File: src/sv/sfr_pkg.sv
// Shared types and constants for the stream find-and-replace block.
// Used by sfr_cfg, sfr_prefix_unit and stream_find_and_replace.
`timescale 1ns / 1ps

package sfr_pkg;

    localparam int BYTE_W   = 8;
    localparam int CNT_W    = 4;     // counts 0..8
    localparam int REPL_MAX = 8;
    localparam int ADDR_W   = 5;     // four 64-bit registers at 8*i
    localparam int DATA_W   = 64;

    localparam logic [BYTE_W-1:0] NEWLINE_BYTE = 8'h0A;

    // Register indexes, taken from paddr[4:3]
    localparam logic [1:0] REG_PATTERN_BYTES      = 2'd0;
    localparam logic [1:0] REG_PATTERN_LENGTH     = 2'd1;
    localparam logic [1:0] REG_REPLACEMENT_BYTES  = 2'd2;
    localparam logic [1:0] REG_REPLACEMENT_LENGTH = 2'd3;

    // Effective configuration seen by the sequencer
    typedef struct packed {
        logic [DATA_W-1:0] pattern_bytes;
        logic [CNT_W-1:0]  pat_len;      // clamped to 1..MAX_PATTERN
        logic [DATA_W-1:0] repl_bytes;
        logic [CNT_W-1:0]  rep_len;      // clamped to 0..8
    } cfg_t;

endpackage

File: src/sv/sfr_cfg.sv
// APB register file for the find-and-replace block.
// Holds pattern and replacement registers; depends on sfr_pkg.
`timescale 1ns / 1ps

module sfr_cfg #(
    parameter int MAX_PATTERN = 8
) (
    input  logic                      clk,
    input  logic                      rst_n,
    input  logic                      psel,
    input  logic                      penable,
    input  logic                      pwrite,
    input  logic [sfr_pkg::ADDR_W-1:0] paddr,
    input  logic [sfr_pkg::DATA_W-1:0] pwdata,
    output logic [sfr_pkg::DATA_W-1:0] prdata,
    output logic                      pready,
    output sfr_pkg::cfg_t             cfg
);
    import sfr_pkg::*;

    logic [DATA_W-1:0] pattern_bytes_reg;
    logic [CNT_W-1:0]  pattern_length_reg;
    logic [DATA_W-1:0] replacement_bytes_reg;
    logic [CNT_W-1:0]  replacement_length_reg;
    logic [1:0]        reg_idx;
    logic              wr_en;

    assign pready  = 1'b1;
    assign reg_idx = paddr[4:3];
    assign wr_en   = psel && penable && pwrite;

    // Write registers on the access cycle
    always_ff @(posedge clk or negedge rst_n)
    begin
        if (!rst_n)
        begin
            pattern_bytes_reg      <= '0;
            pattern_length_reg     <= CNT_W'(1);
            replacement_bytes_reg  <= '0;
            replacement_length_reg <= '0;
        end
        else if (wr_en)
        begin
            case (reg_idx)
                REG_PATTERN_BYTES:      pattern_bytes_reg      <= pwdata;
                REG_PATTERN_LENGTH:     pattern_length_reg     <= pwdata[CNT_W-1:0];
                REG_REPLACEMENT_BYTES:  replacement_bytes_reg  <= pwdata;
                REG_REPLACEMENT_LENGTH: replacement_length_reg <= pwdata[CNT_W-1:0];
                default: ;
            endcase
        end
    end

    // Read back stored values
    always_comb
    begin
        case (reg_idx)
            REG_PATTERN_BYTES:      prdata = pattern_bytes_reg;
            REG_PATTERN_LENGTH:     prdata = DATA_W'(pattern_length_reg);
            REG_REPLACEMENT_BYTES:  prdata = replacement_bytes_reg;
            REG_REPLACEMENT_LENGTH: prdata = DATA_W'(replacement_length_reg);
            default:                prdata = '0;
        endcase
    end

    // Clamp lengths to their usable ranges
    always_comb
    begin
        cfg.pattern_bytes = pattern_bytes_reg;
        cfg.repl_bytes    = replacement_bytes_reg;
        if (pattern_length_reg == '0)
            cfg.pat_len = CNT_W'(1);
        else if (pattern_length_reg > CNT_W'(MAX_PATTERN))
            cfg.pat_len = CNT_W'(MAX_PATTERN);
        else
            cfg.pat_len = pattern_length_reg;
        if (replacement_length_reg > CNT_W'(REPL_MAX))
            cfg.rep_len = CNT_W'(REPL_MAX);
        else
            cfg.rep_len = replacement_length_reg;
    end

endmodule

File: src/sv/sfr_prefix_unit.sv
// Shared compare unit: tests whether the first n work bytes are a pattern prefix.
// Used by the sequencer on every decision; depends on sfr_pkg.
`timescale 1ns / 1ps

module sfr_prefix_unit #(
    parameter int MAX_PATTERN = 8
) (
    input  logic [MAX_PATTERN-1:0][sfr_pkg::BYTE_W-1:0] work,
    input  logic [sfr_pkg::CNT_W-1:0]                   count,
    input  logic [sfr_pkg::DATA_W-1:0]                  pattern_bytes,
    output logic                                        is_prefix
);
    import sfr_pkg::*;

    logic [MAX_PATTERN-1:0] lane_ok;

    // Compare each lane; lanes at or past count always pass
    always_comb
    begin
        for (int i = 0; i < MAX_PATTERN; i++)
        begin
            lane_ok[i] = (CNT_W'(i) >= count) ||
                         (work[i] == pattern_bytes[BYTE_W*i +: BYTE_W]);
        end
    end

    assign is_prefix = &lane_ok;

endmodule

File: src/sv/stream_find_and_replace.sv
// Top level of the streaming find-and-replace block: sequencer, work buffer,
// output staging. Depends on sfr_pkg, sfr_cfg and sfr_prefix_unit.
`timescale 1ns / 1ps

//  channel   direction  handshake                  payload
//  item      in         item_valid / item_stall    action, data_byte
//  result    out        result_valid / result_stall out_byte, last
//  config    in/out     APB psel/penable/pwrite    paddr, pwdata, prdata
//
// An item is taken only while the sequencer is idle. A data byte then has the
// bytes released by the rescan and one decision step; a replacement or drain
// emits its bytes and then leaves it, and one closing step follows. Bytes flow
// at one result byte per cycle, set by the single shared prefix compare, while
// the output does not stall. Output stalls hold the sequencer when its staging
// slot is full. Reset clears the held count and sets pattern_length to 1; held
// bytes need no clearing.

module stream_find_and_replace #(
    parameter int MAX_PATTERN = 8
) (
    input  logic                       clk,
    input  logic                       rst_n,
    input  logic                       item_valid,
    output logic                       item_stall,
    input  logic                       action,
    input  logic [7:0]                 data_byte,
    output logic                       result_valid,
    input  logic                       result_stall,
    output logic [7:0]                 out_byte,
    output logic                       last,
    input  logic                       psel,
    input  logic                       penable,
    input  logic                       pwrite,
    input  logic [sfr_pkg::ADDR_W-1:0] paddr,
    input  logic [sfr_pkg::DATA_W-1:0] pwdata,
    output logic [sfr_pkg::DATA_W-1:0] prdata,
    output logic                       pready
);
    import sfr_pkg::*;

    localparam int IDX_W = (MAX_PATTERN > 1) ? $clog2(MAX_PATTERN) : 1;

    localparam logic [2:0] ST_IDLE   = 3'd0;
    localparam logic [2:0] ST_SCAN   = 3'd1;
    localparam logic [2:0] ST_REPL   = 3'd2;
    localparam logic [2:0] ST_DRAIN  = 3'd3;
    localparam logic [2:0] ST_FINISH = 3'd4;

    cfg_t cfg;

    logic [2:0]                         state_reg, state_next;
    logic [MAX_PATTERN-1:0][BYTE_W-1:0] work_reg, work_next;
    logic [CNT_W-1:0]                   cnt_reg, cnt_next;
    logic                               nl_reg, nl_next;
    logic [CNT_W-1:0]                   ri_reg, ri_next;
    logic [CNT_W-1:0]                   emit_cnt_reg, emit_cnt_next;
    logic                               pend_valid_reg, pend_valid_next;
    logic [BYTE_W-1:0]                  pend_byte_reg, pend_byte_next;
    logic                               out_valid_reg, out_valid_next;
    logic [BYTE_W-1:0]                  out_byte_reg, out_byte_next;
    logic                               out_last_reg, out_last_next;

    logic              is_prefix;
    logic              slot_free;
    logic              emit_want;
    logic [BYTE_W-1:0] emit_byte;
    logic              emit_ok;
    logic              advance;
    logic              out_load;
    logic              out_load_last;
    logic              accept;
    logic              stale;

    sfr_cfg #(
        .MAX_PATTERN(MAX_PATTERN)
    ) u_cfg (
        .clk     (clk),
        .rst_n   (rst_n),
        .psel    (psel),
        .penable (penable),
        .pwrite  (pwrite),
        .paddr   (paddr),
        .pwdata  (pwdata),
        .prdata  (prdata),
        .pready  (pready),
        .cfg     (cfg)
    );

    sfr_prefix_unit #(
        .MAX_PATTERN(MAX_PATTERN)
    ) u_prefix (
        .work          (work_reg),
        .count         (cnt_reg),
        .pattern_bytes (cfg.pattern_bytes),
        .is_prefix     (is_prefix)
    );

    assign item_stall   = (state_reg != ST_IDLE);
    assign accept       = item_valid && !item_stall;
    assign stale        = (cnt_reg >= cfg.pat_len) || !is_prefix;
    assign slot_free    = !out_valid_reg || !result_stall;
    assign emit_ok      = (emit_cnt_reg < CNT_W'(REPL_MAX));
    assign result_valid = out_valid_reg;
    assign out_byte     = out_byte_reg;
    assign last         = out_last_reg;

    // Pick the byte the current state wants to emit
    always_comb
    begin
        emit_want = 1'b0;
        emit_byte = work_reg[0];
        case (state_reg)
            ST_SCAN:  emit_want = !is_prefix;
            ST_REPL:
            begin
                emit_want = (ri_reg < cfg.rep_len);
                emit_byte = cfg.repl_bytes[{ri_reg[2:0], 3'b000} +: BYTE_W];
            end
            ST_DRAIN: emit_want = (cnt_reg != '0);
            default:  emit_want = 1'b0;
        endcase
    end

    // An emit proceeds once the staging slot can move on; capped bytes just drop
    assign advance = emit_want && (!emit_ok || !pend_valid_reg || slot_free);

    // Sequencer
    always_comb
    begin
        state_next      = state_reg;
        work_next       = work_reg;
        cnt_next        = cnt_reg;
        nl_next         = nl_reg;
        ri_next         = ri_reg;
        emit_cnt_next   = emit_cnt_reg;
        pend_valid_next = pend_valid_reg;
        pend_byte_next  = pend_byte_reg;
        out_load        = 1'b0;
        out_load_last   = 1'b0;

        // Stage an emitted byte, pushing the older one out as not last
        if (advance && emit_ok)
        begin
            if (pend_valid_reg)
                out_load = 1'b1;
            pend_valid_next = 1'b1;
            pend_byte_next  = emit_byte;
            emit_cnt_next   = emit_cnt_reg + CNT_W'(1);
        end

        case (state_reg)
            ST_IDLE:
            begin
                if (accept)
                begin
                    emit_cnt_next = '0;
                    if (action)
                        state_next = ST_DRAIN;
                    else
                    begin
                        work_next[cnt_reg[IDX_W-1:0]] = data_byte;
                        cnt_next   = cnt_reg + CNT_W'(1);
                        nl_next    = (data_byte == NEWLINE_BYTE);
                        state_next = stale ? ST_DRAIN : ST_SCAN;
                    end
                end
            end
            ST_SCAN:
            begin
                if (!is_prefix)
                begin
                    if (advance)
                    begin
                        for (int i = 0; i < MAX_PATTERN - 1; i++)
                            work_next[i] = work_reg[i+1];
                        cnt_next = cnt_reg - CNT_W'(1);
                    end
                end
                else if (cnt_reg == cfg.pat_len)
                begin
                    cnt_next   = '0;
                    ri_next    = '0;
                    state_next = ST_REPL;
                end
                else if (nl_reg)
                    state_next = ST_DRAIN;
                else
                    state_next = ST_FINISH;
            end
            ST_REPL:
            begin
                if (!emit_want)
                    state_next = ST_FINISH;
                else if (advance)
                    ri_next = ri_reg + CNT_W'(1);
            end
            ST_DRAIN:
            begin
                if (!emit_want)
                    state_next = ST_FINISH;
                else if (advance)
                begin
                    for (int i = 0; i < MAX_PATTERN - 1; i++)
                        work_next[i] = work_reg[i+1];
                    cnt_next = cnt_reg - CNT_W'(1);
                end
            end
            ST_FINISH:
            begin
                // Release the final staged byte with last set
                if (!pend_valid_reg)
                    state_next = ST_IDLE;
                else if (slot_free)
                begin
                    out_load        = 1'b1;
                    out_load_last   = 1'b1;
                    pend_valid_next = 1'b0;
                    state_next      = ST_IDLE;
                end
            end
            default: state_next = ST_IDLE;
        endcase

        // Output register: load from staging or drop on transfer
        out_valid_next = out_load ? 1'b1 : (out_valid_reg && result_stall);
        out_byte_next  = out_load ? pend_byte_reg : out_byte_reg;
        out_last_next  = out_load ? out_load_last : out_last_reg;
    end

    // Control state
    always_ff @(posedge clk or negedge rst_n)
    begin
        if (!rst_n)
        begin
            state_reg      <= ST_IDLE;
            cnt_reg        <= '0;
            nl_reg         <= 1'b0;
            ri_reg         <= '0;
            emit_cnt_reg   <= '0;
            pend_valid_reg <= 1'b0;
            out_valid_reg  <= 1'b0;
        end
        else
        begin
            state_reg      <= state_next;
            cnt_reg        <= cnt_next;
            nl_reg         <= nl_next;
            ri_reg         <= ri_next;
            emit_cnt_reg   <= emit_cnt_next;
            pend_valid_reg <= pend_valid_next;
            out_valid_reg  <= out_valid_next;
        end
    end

    // Payload
    always_ff @(posedge clk)
    begin
        work_reg      <= work_next;
        pend_byte_reg <= pend_byte_next;
        out_byte_reg  <= out_byte_next;
        out_last_reg  <= out_last_next;
    end

    // Held bytes never reach MAX_PATTERN between items
    a_held_bound: assert property (@(posedge clk) disable iff (!rst_n)
        (state_reg == ST_IDLE) |-> (cnt_reg <= CNT_W'(MAX_PATTERN - 1)))
        else $error("held count out of range while idle");

    // No more than eight bytes are staged per item
    a_emit_cap: assert property (@(posedge clk) disable iff (!rst_n)
        emit_cnt_reg <= CNT_W'(REPL_MAX))
        else $error("emit count above cap");

    // The staging slot is empty whenever a new item can be taken
    a_pend_idle: assert property (@(posedge clk) disable iff (!rst_n)
        (state_reg == ST_IDLE) |-> !pend_valid_reg)
        else $error("staged byte left over at idle");

    // A flush goes straight to draining the held bytes
    a_flush_drain: assert property (@(posedge clk) disable iff (!rst_n)
        (accept && action) |=> (state_reg == ST_DRAIN))
        else $error("flush did not start a drain");

    // A byte loaded into the output register with last set closes the item
    a_last_closes: assert property (@(posedge clk) disable iff (!rst_n)
        (out_load && out_load_last) |=> (state_reg == ST_IDLE) && !pend_valid_reg)
        else $error("last byte issued before the item finished");

endmodule
File: config.mk
export PLATFORM = sky130hd
export DESIGN_NAME = stream_find_and_replace
export DESIGN_NICKNAME = d
export VERILOG_FILES = /design/src/sv/sfr_pkg.sv /design/src/sv/sfr_cfg.sv /design/src/sv/sfr_prefix_unit.sv /design/src/sv/stream_find_and_replace.sv
export SDC_FILE = /design/constraint.sdc
export NUM_CORES = 1
export LEC_CHECK = 0
export BUFFER_PORTS_ARGS = -buffer_cell sky130_fd_sc_hd__buf_4
export CAP_MARGIN = 10
export CORE_UTILIZATION = 60
export CTS_BUF_LIST = sky130_fd_sc_hd__clkbuf_8
export DETAILED_ROUTE_END_ITERATION = 8
export PLACE_DENSITY = 0.81
export SLEW_MARGIN = 10
export SYNTH_ARGS = -nofsm -noshare
export SYNTH_HDL_FRONTEND = slang
export SYNTH_HIERARCHICAL = 1
export SYNTH_SLANG_ARGS = --single-unit
File: constraint.sdc
create_clock -name clk -period 4.8 [get_ports clk]
set_input_delay 0.72 -clock clk [delete_from_list [all_inputs] [get_ports clk]]
set_output_delay 0.72 -clock clk [all_outputs]
set_load 0.05 [all_outputs]
# After elaboration in Yosys (flattened, before gate mapping)
# Cells that the tools add are included.
# Widths: inputs -> output; s select.
# op_classes
shifts	1
n_reduce_logical	44
eq_ne	28
n_bitwise	1
magnitude_cmp	15
addsub	4
n_mux	50
# op_table
cell	n
$mux 56	5
$pmux 64 s4	1
$pmux 56 s3	1
$bwmux 64	1
$eq 8x8->1	8
$shiftx 64x7->8	1
$mux 4	15
$demux 8 s3	1
$mux 3	7
$ne 2x2->1 const B	9
$ge 3x4->1 const A	4
$mux 8	2
$reduce_and 5->1	3
$add 4x1->4 const B	3
$logic_or 1x1->1	12
$pmux 3 s4	1
$pmux 4 s3	1
$mux 1	11
$reduce_and 2->1	5
$eq 8x4->1 const B	1
$ge 1x4->1 const A	2
$ge 2x4->1 const A	2
$gt 4x4->1 const B	2
$pmux 4 s2	1
other kinds (28)	44
# word_totals
output_inout_bits	76
ff_bits	235
input_bits	85
elab_cells	165

# Depth between registers and ports, before layout
# depth
ltp_word	12
mapped_depth	10
ltp_nobuf	10

# Cells and area by module
# Netlist, hierarchy kept.
# modules_own_cells
mod	cells_per_inst	area_per_inst_um2	seq_area_each_um2	n_inst
sfr_cfg	442	6109.6	3404.5	1
stream_find_and_replace	442	5059.9	2882.8	1
sfr_prefix_unit	96	764.5	0.0	1

# Worst setup path after synthesis
# OpenSTA, ideal clock, no wires.
# synth_timing
path_type	flip-flop to flip-flop
start	reg cnt_reg[1]
end	reg ri_reg[3]
arrival_ps	2676
n_path_buf	0
setup_time_ps	79
required_time_ps	4721
synth_period_minus_slack_ps	2755
path_stages_with_launch	10
slack_ps	2045
cell_sequence	dfrtp_1 and2_1 a2111oi_2 a211oi_1 nor3_1 nor4bb_1 a22oi_1 a21o_1 a21oi_1 mux2i_1
# synth_via
elab_chain_len	8
elab_cells_between_ends	27
classes_between	order compare (8); eq/ne (5); mux (1); reduce/logical (13)
# synth_rtl
element	line	source
from (decl)	stream_find_and_replace.sv:53	logic [CNT_W-1:0] cnt_reg, cnt_next;
from (signal assigned)	stream_find_and_replace.sv:246	cnt_reg <= cnt_next;
$ge 1x4->1 (tied with other cells)	sfr_prefix_unit.sv:22	lane_ok[i] = (CNT_W'(i) >= count) ||
$logic_or 1x1->1	sfr_prefix_unit.sv:22	
$reduce_and 8->1 *	sfr_prefix_unit.sv:27	assign is_prefix = &lane_ok;
via is_prefix	stream_find_and_replace.sv:63	logic is_prefix;
$logic_not 1->1	n/a	
$pmux 1 s3	stream_find_and_replace.sv:112	case (state_reg)
$logic_and 1x1->1	stream_find_and_replace.sv:125	assign advance = emit_want && (!emit_ok || !pend_valid_reg || slot_free);
$ne 2x2->1 (no line)	n/a	
$reduce_and 5->1 (no line) *	n/a	
to (signal assigned)	stream_find_and_replace.sv:248	ri_reg <= ri_next;
to (decl)	stream_find_and_replace.sv:55	logic [CNT_W-1:0] ri_reg, ri_next;
# Mark *: on every way through the listed nets, which the timed path passes. The rest lies on a longest branch.
# A chain may end at the register's enable or synchronous reset.

# Worst setup path after layout
# layout_timing
start	reg work_reg[7] (netlist name)
end	reg work_reg[25] (netlist name), enable pin
# layout_via
elab_chain_len	7
elab_cells_between_ends	8
classes_between	eq/ne (3); mux (1); reduce/logical (4)
# layout_rtl
element	line	source
from (decl)	stream_find_and_replace.sv:52	logic [MAX_PATTERN-1:0][BYTE_W-1:0] work_reg, work_next;
from (signal assigned)	stream_find_and_replace.sv:258	work_reg <= work_next;
$eq 8x8->1 *	sfr_prefix_unit.sv:23	(work[i] == pattern_bytes[BYTE_W*i +: BYTE_W]);
$logic_or 1x1->1 *	sfr_prefix_unit.sv:22	
$reduce_and 8->1 *	sfr_prefix_unit.sv:27	
via is_prefix	stream_find_and_replace.sv:63	
$logic_not 1->1	n/a	
$pmux 1 s3	stream_find_and_replace.sv:112	
$ne 2x2->1 (no line)	n/a	
$reduce_and 5->1 (no line) *	n/a	
# Marked as above.

==> impl_metrics.yaml <==
status:
  status: "finished clean"
power:
  p_leak_nw: 5.99
  power_density_nw_per_um2: 613
  power.total_mw: 8.59
  clock_power_share: 0.192
  p_comb_frac: 0.384
  switching_share: 0.404
  p_switching_mw: 3.47
  p_int_mw: 5.12
  worst_ir_drop_vdd_mv: 0.360
  pwr-share-seq: 0.425
worst_hold_path:
  hold_class: "in -> async"
sta:
  skew_ps: 21.7
  rsz0062_at_grt: "no"
  drv_slew: 0
  fmax_mhz: 304
  period_minus_slack_ps: 3290
  setup_tns_ps: 0
  final_hold_viol_count: 0
  worstMarginPinSlew_ps: 1100
  setup_violations: 0
  min_period_over_period: 0.685
  final.setup.worst_slack_ps: 1510
  slew_headroom: 0.263
logic_synthesis:
  synth_edf_count: 81
  async_reset_ff_frac: 0.655
  synth.distinct_cells: 64
  yosysWarningCount: 6
  syn_area_um2: 11900
  postSynthCellCount: 980
  ys.flop_type: "dfrtp_1"
  ys_seq_area_frac: 0.527
  synth_fp_nets: 1076
  synth-seq-cells: 235
  syn_area_per_cell_um2: 12.2
drt:
  dr.pass1.iters: 5
  wl_per_cell_um: 21.9
  drt_iter0_markers: 820
  wirelength_um: 31200
  vias_per_cell: 6.03
  ant_nets: 0
  vias: 8621
  drc_errors: 0
cts:
  insertion_delay_ps: 560
  clock_sinks: 235
  cts_resized: 0
  clkTransAtPathRegs_ps: 50
  cts_root_buffer: "clkbuf_8"
  cts_htree_levels: 2
  cts_buffers: 39
  cts_setup_buffers: 0
  cts_tree: "built"
  cts_hold_buf: 0
  clock_path_buffers: 3
cells_and_area:
  antenna-diode-count: 0
  fin_cells: 1429
  syn2layout_area_growth_pct: 17.4
  drive_above_1_share: 0.320
  finish.utilization: 0.720
  nets: 1230
  layout_common_cells: "buf_4, dfrtp_1, mux2_2, nand2_1"
  mostFrequentLayoutCell: "buf_4"
place:
  hpwl_um: 21900
  placedCellCount: 1358
  port_buffers: 156
  gp_congestion: 0.931
  dp_worst_setup_slack_ps: 1580
grt:
  grt_max_degree: 78
  grt_pass1_vias: 8381
  antenna_found_initial: 0
  grt_overflow: 0
  grt.total_usage: 0.316
  grt_pass1_wl_um: 47500
critical_path:
  r2r-end: "work_reg[25]"
  arrival_ps: 3490
  ff2ff_setup_slack_ps: 1510
  cp_max_fo: 8
  crit_path_start_kind: "flip-flop"
  endpoint_kind: "flip-flop"
  r2r_cells: 11
  reg2reg_from: "work_reg[7]"
  critPathRequiredTime_ps: 5000
  path_class: "reg -> reg"
floorplan:
  die_w_um: 143
  std_cell_rows: 51
  die_height_um: 143
  fp.coreArea_um2: 19500
  start_util: 0.613
  dieArea_um2: 20500
  ios: 161
job:
  maxCapViolations: 0
## layout make-up
type	count	area, µm²
sequential	235	6290
inverter	14	52.6
clock buffer	45	619
timing repair buffer	165	1250
multi-input combinational	679	5350
tap	265	332
fill	1393	5460
clock inverter	26	110
## cell families after synthesis
family,share of synthesized area
other cells,0.000314
simple gates,0.0969
xor+xnor,0.0470
compound gates,0.0646
fa+ha+maj,0.0115
buf+inv,0.0256
mux,0.227
flops,0.527
## cell usage after synthesis (8+ instances only)
master      n  area, µm²
inv_1      14       52.6
nand2_1    90        338
mux4_2     20        450
clkbuf_1   22       82.6
nand4_1    17        106
edfxtp_1   81       2430
mux2_2    126       1420
nand3_1    11       55.1
o21ai_0    68        340
mux2i_1    73        731
nor2_1     81        304
buf_2      19       95.1
ha_1       11        138
xor2_1      8       70.1
nor2b_1    11       68.8
mux2_1     10        113
a21oi_1    21        105
dfrtp_1   153       3830
xnor2_1    56        490
## per-layer routing
metal / vias up / wire length, µm / GRT usage / part of all wire
met1: 4307 / 12700 / 0.425 / 0.41
met2: 381 / 15200 / 0.503 / 0.49
met5: - / 0 / 0 / 0
met4: 0 / 1030 / 0.131 / 0.033
li1: 3857 / - / - / -
met3: 76 / 2300 / 0.0614 / 0.073
## worst max-delay path, cell delays in order (launching register included)
cell and delay, ps:
edfxtp_1 440, xnor2_1 180, nand4_1 180, nor4_1 450, o2111ai_1 180, nor3_1 170
buf_4 190, nor2_1 40, a31oi_1 310, o21ai_0 140, nand2_1 380, a21oi_1 280
## per-stage QoR
step	area, µm²	hold WS (ps)
after floorplan	11900	400
after global placement	13300	402
after detailed placement	13300	405
after CTS	14000	229
after global routing	14000	259
final	14000	208
## power by group through the flow
stage	Sequential (mW)	Combinational [mW]	Clock, mW
2_1_floorplan	3.52	2.30	0
3_3_place_gp	3.63	3.16	0
3_5_place_dp	3.66	3.25	0
4_1_cts	3.63	3.27	1.67
5_1_grt	3.72	3.55	1.76
6_report	3.65	3.30	1.65
## how the worst max path moves through the flow
| stage | slack, ps | end | depth (start not counted) | start |
|---|---|---|---|---|
| 3_3_place_gp | 1630 | prdata[17] | 5 | paddr[4] |
| 2_1_floorplan | 2040 | ri_reg[3] | 9 | cnt_reg[1] |
| 5_1_grt | 1250 | work_reg[55] | 10 | cnt_reg[1] |
| 3_5_place_dp | 1580 | work_reg[24] | 10 | cnt_reg[1] |
| 6_report | 1510 | work_reg[25] | 11 | work_reg[7] |
| 4_1_cts | 1580 | work_reg[25] | 10 | cnt_reg[1] |
(Power assumes the default switching activity.)
